==> src/design/spfc_ram.sv <==
module spfc_ram #(
  parameter int WIDTH = 32,
  parameter int DEPTH = 10,
  parameter int AW    = (DEPTH > 1) ? $clog2(DEPTH) : 1
) (
  input  logic             clk,
  input  logic             we,
  input  logic [AW-1:0]    waddr,
  input  logic [WIDTH-1:0] wdata,
  input  logic [AW-1:0]    raddr,
  output logic [WIDTH-1:0] rdata
);
  logic [WIDTH-1:0] mem [DEPTH];

  always_ff @(posedge clk) begin
    if (we) begin
      mem[waddr] <= wdata;
    end
    rdata <= mem[raddr];
  end
endmodule

==> config.mk <==
export PLATFORM = sky130hd
export DESIGN_NAME = spfc_ram
export DESIGN_NICKNAME = d
export VERILOG_FILES = /design/src/design/spfc_ram.sv
export SDC_FILE = /design/constraint.sdc
export NUM_CORES = 1
export LEC_CHECK = 0
export ABC_AREA = 1
export BUFFER_PORTS_ARGS = -buffer_cell sky130_fd_sc_hd__buf_2
export CAP_MARGIN = 20
export CORE_MARGIN = 5
export CORE_UTILIZATION = 35
export DETAILED_ROUTE_END_ITERATION = 12
export GPL_ROUTABILITY_DRIVEN = 0
export SYNTH_ARGS = -nofsm -noshare
export SYNTH_HDL_FRONTEND = slang
export SYNTH_SLANG_ARGS = --single-unit
==> constraint.sdc <==
create_clock -name clk -period 2.3 [get_ports clk]
set_input_delay 0.345 -clock clk [delete_from_list [all_inputs] [get_ports clk]]
set_output_delay 0.345 -clock clk [all_outputs]
set_load 0.05 [all_outputs]
==> results of run 1 <==
-- path summary, 6_finish.rpt --
check	to
worst min register to register	rdata[15]
worst max register to register	rdata[16]
worst max-delay path	rdata[13]
worst min-delay path	mem[3][1]
-- flip-flops by register name, indices dropped and copies added (netlist names) --
register and count:
mem 320, rdata 32
-- layout by cell type (no fill, tap or decap), drive strengths merged --
| cell | netlist | final |
|---|---|---|
| buf | 47 | 103 |
| bufinv | 0 | 3 |
| clkbuf | 14 | 48 |
| clkinv | 0 | 10 |
| clkinvlp | 0 | 2 |
| dfxtp | 32 | 32 |
| edfxtp | 320 | 320 |
| inv | 199 | 200 |
| nand2 | 357 | 357 |
| nand3 | 193 | 193 |
| nand3b | 1 | 1 |
| nor2 | 75 | 75 |
| o21ai | 32 | 32 |
-- per-layer routing --
layer  vias up  global-route usage, %  routed length, um
met5         -                      0                  0
met4         0                   3.73                493
met3        29                   2.18               1230
met2       169                   22.6              14700
met1      4269                   19.0              14500
li1       4301                      -                  -
-- final cells by class --
class	instances	area (sq um)	area share [%]
multi-input cells	658	2830	17.3
repair buffers	103	768	4.68
well taps	525	657	4.01
clock buffers	48	987	6.02
inverters	199	749	4.57
flip-flops and latches	352	10200	62.5
clock inverters	16	158	0.961
-- where the power goes --
part / switching [mW] / internal, mW
clock network: 2.31 / 3.36
registers: 0.0474 / 7.15
logic: 0.724 / 0.255
-- cells in the mapped netlist (2+ instances only) --
cell type / number
nor2_1: 75
buf_1: 10
inv_2: 2
o21ai_0: 32
nand3_1: 193
edfxtp_1: 320
dfxtp_1: 32
buf_6: 11
inv_1: 196
nand2_1: 357
clkbuf_1: 14
buf_2: 24
-- cells by family (layout without fill, tap and decap cells) --
family / count (synthesis) / count (layout) / share of synthesized area, %
and+or+nand+nor: 626 / 626 / 18.4
DFF: 352 / 352 / 72.6
buffers and inverters: 260 / 366 / 7.84
AOI/OAI and AO/OA: 32 / 32 / 1.13
-- metrics by stage --
step | instance area (sq um) | hold WS [ns] | utilization [%]
floorplan | 14100 | 0.435 | -
global placement | 15300 | 0.445 | 38.3
detailed placement | 15300 | 0.443 | 38.3
CTS | 16400 | 0.121 | 41.2
global route | 16400 | 0.138 | 41.2
finish | 16400 | 0.142 | 41.2
==> results_dict.tcl, run 1 <==
set metrics [dict create \
    die-width_um 211 \
    synth_flop_cell "edfxtp_1" \
    min-delay-start "wdata[1]" \
    grt.overflow.total 0 \
    syn_area_per_cell_sq_um 11.1 \
    cts_hold_repair.buffers 0 \
    power_density_nw_per_um2 844 \
    netlist.top_cell.by_area "edfxtp_1" \
    area_growth_pct 16.2 \
    min_path_cells 1 \
    drt-pass1-iter-count 5 \
    critPathLaunch "rdata[13]" \
    worst_setup_path_start_kind "flop" \
    synthCells 1270 \
    drt-initial-drc-count 708 \
    timing.critical_path.buf_inv 1 \
    syn_nets 1312 \
    power.ir.vdd_worst_uv 479 \
    ys_warn_count 0 \
    pre_cts_slack_ns 0.613 \
    crit_path_max_incr_delay_ns 0.39 \
    postSynthRegisterBits 352 \
    critical_path_peak_fanout 1 \
    row_count 73 \
    ys_async_sr_fraction_pct 0 \
    worst_slew_pin_tran_ns 0.855 \
    nets 1392 \
    cts_max_path_buffers 3 \
    path_cells "buf_2" \
    post-route-min-period_ns 1.55 \
    wire_length_per_cell_um 16.3 \
    yosys-top-cells-area "edfxtp_1 (68%), nand2_1 (9.5%), nand3_1 (6.8%)" \
    synth_enable_flop_cells 320 \
    critical-path-slowest-cell "dfxtp_1" \
    final_layout_size_suffix_gt1_share_pct 12.1 \
    cts_resized 0 \
    number_of_nets_with_antenna_violations_after_routing 0 \
    design.die.area_sq_um 44400 \
    cts.sink_count 352 \
    setup_tns_ns 0 \
    insertedDiodeCount 0 \
    number_of_antenna_violations_at_the_first_check_in_global_routing 0 \
    setup_repair_after_global_routing_missed_its_margin "no" \
    start_util_pct 35.4 \
    number_of_logic_stages_on_the_critical_path_including_buffering 1 \
    power_mw 13.8 \
    run_status "completed" \
    cts_setup_buffers 0 \
    timing.critical_path.arrival_ns 1.20 \
    post-route-period-util_pct 67.2 \
    timing.max_slew.rel_slack_pct 43.0 \
    final_cells 1901 \
    worst-endpoint-required_ns 1.96 \
    fraction_of_the_yosys_area_taken_by_sequential_cells_pct 72.6 \
    maxClockFrequency_mhz 647 \
    io_pins 74 \
    power.static_leakage_nw 6.74 \
    hold_viol_final 0 \
    core_area_sq_um 39800 \
    number_of_max_slew_violations_in_the_final_report 0 \
    r2r_slack_ns 1.34 \
    grt_pass1_wl_um 48600 \
    ctsRootBufferMaster "clkbuf_16" \
    cts_max_level 2 \
    place_inst 1837 \
    setup_slack_ns 0.753 \
    cts-buffers-inserted 36 \
    critical-path-top-delay-family "flip-flops" \
    post_route_skew_ns 0.0183 \
    drv.max_cap_violation_count 0 \
    nFillCells 3778 \
    drc 0 \
    via_per_inst 4.61 \
    dp_hpwl_um 17600 \
    chipHeight_um 211 \
    vias 8768 \
    tritoncts "yes" \
    io_buffer_count 73 \
    grt_max_degree 86 \
    synthDominantCellAreaShare_pct 68.1 \
    yosysUniqueCellTypes 16 \
    grt_pass1_vias 8568 \
    min_path_type "primary input to flop" \
    worstSetupPathType "flop to primary output" \
    netlist_area_sq_um 14100 \
    grt.total_usage_pct 13.7 \
    totalWireLength_um 31000 \
    clk_pin_slew_worst_paths_ns 0.06 \
    timing.rr.start "mem[3][16]" \
    final-setup-viol-count 0 \
    worstSkewPairLatency_ns 0.51 \
    end_kind "primary output" \
    r2r_cells 6 \
]
Power figures use the tool's default switching activity.
==> inputs of run 2 (changes only) <==
--- a/config.mk
+++ b/config.mk
@@ -5,7 +5,7 @@
 export SDC_FILE = /design/constraint.sdc
 export NUM_CORES = 1
 export LEC_CHECK = 0
-export ABC_AREA = 1
+export ABC_AREA = 0
 export BUFFER_PORTS_ARGS = -buffer_cell sky130_fd_sc_hd__buf_2
 export CAP_MARGIN = 20
 export CORE_MARGIN = 5
==> constraint.sdc (replaced) <==
create_clock -name clk -period 1.3 [get_ports clk]
set_input_delay 0.195 -clock clk [delete_from_list [all_inputs] [get_ports clk]]
set_output_delay 0.195 -clock clk [all_outputs]
set_load 0.05 [all_outputs]
==> results_dict.tcl, run 2 <==
set metrics [dict create \
    ys_warn_count 0 \
    cts.sink_count 352 \
    worst_setup_path_start_kind "flop" \
    synthCells 698 \
    end_kind "primary output" \
    min-delay-start "raddr[3]" \
    dp_hpwl_um 16600 \
    setup_tns_ns 0 \
    drc 0 \
    syn_nets 740 \
    final_layout_size_suffix_gt1_share_pct 36.3 \
    critical-path-slowest-cell "dfxtp_1" \
    fraction_of_the_core_area_covered_by_cells_at_the_end_of_the_flow_pct 44.3 \
    grt.overflow.total 0 \
    cts_max_level 2 \
    design.die.area_sq_um 42000 \
    synthDominantCellAreaShare_pct 72.3 \
    area_growth_pct 25.2 \
    netlist.top_cell.by_area "edfxtp_1" \
    run_status "completed" \
    cts_max_path_buffers 3 \
    layout_common_cells "edfxtp_1 (320), mux2_2 (90), mux2i_1 (64)" \
    power.sequential.fraction_pct 50.7 \
    io_buffer_count 73 \
    min_path_cells 3 \
    yosysUniqueCellTypes 22 \
    nets 905 \
    min_path_type "primary input to flop" \
    power.combinational.fraction_pct 7.4 \
    post_route_skew_ns 0.0138 \
    hold_end "rdata[25]" \
    synth_enable_flop_cells 320 \
    number_of_nets_with_antenna_violations_after_routing 0 \
    worst-endpoint-required_ns 1.11 \
    totalWireLength_um 27000 \
    die-width_um 205 \
    largest_register_ff_count 320 \
    post-route-min-period_ns 1.27 \
    mostFrequentLayoutCell "edfxtp_1" \
    ctsRootBufferMaster "clkbuf_16" \
    row_count 71 \
    postSynthRegisterBits 352 \
    grtUsageMet2_pct 21.0 \
    chipHeight_um 205 \
    synthTopCellsByCount "edfxtp_1 (320), mux2_2 (90), mux2i_1 (64)" \
    hold_viol_final 0 \
    r2r_cells 3 \
    syn_area_per_cell_sq_um 19.0 \
    ys_async_sr_fraction_pct 0 \
    vias 6664 \
    io_pins 74 \
    wire_length_per_cell_um 19.3 \
    number_of_max_slew_violations_in_the_final_report 0 \
    yosys-top-cells-area "edfxtp_1 (72%), mux2_2 (7.6%), dfxtp_1 (4.8%)" \
    place_inst 1303 \
    insertedDiodeCount 0 \
    cts_setup_buffers 0 \
    number_of_antenna_violations_at_the_first_check_in_global_routing 1 \
    power.static_leakage_nw 5.75 \
    top_register "mem" \
    worst_slew_pin_tran_ns 0.291 \
    start_util_pct 35.4 \
    grt_pass1_wl_um 41600 \
    r2r_slack_ns 0.26 \
    timing.max_slew.rel_slack_pct 80.5 \
    top_regs "mem: 320 flops, rdata: 32 flops" \
    path_cells "buf_4" \
    netSwitchingFraction_pct 21.2 \
    power_frac_clock_pct 41.9 \
    core_area_sq_um 37600 \
    grt_pass1_vias 7016 \
    maxClockFrequency_mhz 786 \
    critical-path-top-delay-family "flip-flops" \
    critical_path_peak_fanout 1 \
    clk_pin_slew_worst_paths_ns 0.06 \
    power_mw 25.1 \
    drv.max_cap_violation_count 0 \
    timing.rr.start "mem[7][7]" \
    final_cells 1403 \
    drt-pass1-iter-count 4 \
    synth_flop_cell "edfxtp_1" \
    power.ir.vdd_worst_uv 842 \
    timing.critical_path.arrival_ns 1.08 \
    power_density_nw_per_um2 1510 \
    grt_use_met1_pct 17.8 \
    crit_path_max_incr_delay_ns 0.35 \
    r2r_end "rdata[7]" \
    grt.total_usage_pct 12.9 \
    power.switching_mw 5.32 \
    netlist_area_sq_um 13300 \
    via_per_inst 4.75 \
    yosys.cell_count.top_type "edfxtp_1" \
    drt-initial-drc-count 356 \
    fraction_of_the_yosys_area_taken_by_sequential_cells_pct 77.1 \
    tritoncts "yes" \
    grtUsageMet3_pct 2.45 \
    setup_repair_after_global_routing_missed_its_margin "no" \
    final-setup-viol-count 0 \
    power_report.internal_total_mw 19.8 \
    timing.critical_path.buf_inv 1 \
    cts-buffers-inserted 37 \
    grt_max_degree 36 \
    worstSetupPathType "flop to primary output" \
    worstSkewPairLatency_ns 0.52 \
    post-route-period-util_pct 97.9 \
    most_crowded_layer_gr "met2" \
]
-- run 2: cell types whose count changed after synthesis, sizes merged, moves of 5 or more --
cell,delta
a22o,+32
o21ai,-32
nand2,-323
mux2i,+64
o22ai,+32
nand3,-193
clkbuf,+5
o31ai,+32
buf,-28
nor2,-67
inv,-199
mux2,+96
-- run 2: cell type report --
| class | instances | area [sq um] |
|---|---|---|
| Sequential cell | 352 | 10300 |
| Fill cell | 3256 | 20900 |
| Multi-Input combinational cell | 308 | 2930 |
| Clock inverter | 17 | 191 |
| Clock buffer | 51 | 1030 |
| Timing Repair Buffer | 164 | 1590 |
| Tap cell | 511 | 639 |
-- run 2: metal layers --
layer	wire length, um	part of all wire (%)
met1	12400	46
met2	13000	48
met3	1030	3.8
met4	578	2.1
met5	13	0.048
-- run 2: how the worst max path moves through the flow --
| stage | from | cells past startpoint | endpoint |
|---|---|---|---|
| floorplan | waddr[2] | 2 | mem[0][0] |
| global placement | waddr[2] | 4 | mem[0][30] |
| detailed placement | waddr[2] | 4 | mem[0][1] |
| CTS | rdata[21] | 1 | rdata[21] |
| global route | rdata[14] | 1 | rdata[14] |
| finish | rdata[15] | 1 | rdata[15] |
-- run 2: metrics by stage --
stage          hold slack (ns)  area [sq um]  worst slack [ns]
6_report                 0.150         16600            0.0277
5_1_grt                  0.173         16600          0.000367
4_1_cts                  0.139         16600         0.0000365
3_5_place_dp             0.487         15000            -0.304
3_3_place_gp             0.486         15000            -0.298
2_1_floorplan            0.294         13400            -0.604
-- run 2: timing repair --
item	in CTS	in global routing
gates resized for setup	26	13
hold buffers	32	0
setup endpoints to repair	23	12
endpoints found under the hold margin	317	0
pin swaps	0	0
-- run 2: kinds of logic (layout without fill, tap and decap cells) --
kind of cell,count (synthesis),in the layout,share of synthesized area (%)
AOI/OAI and AO/OA,96,96,6.59
muxes,160,160,13.0
buffers and inverters,38,232,1.67
DFF,352,352,77.1
and+or+nand+nor,52,52,1.67
-- run 2: power by group through the flow --
stage          clock, mW  combinational (mW)  sequential [mW]
4_1_cts             10.8                1.89             12.7
5_1_grt             11.3                2.00             12.7
2_1_floorplan          0               0.749             13.3
3_3_place_gp           0                1.74             12.9
6_report            10.5                1.87             12.7
3_5_place_dp           0                1.76             13.0
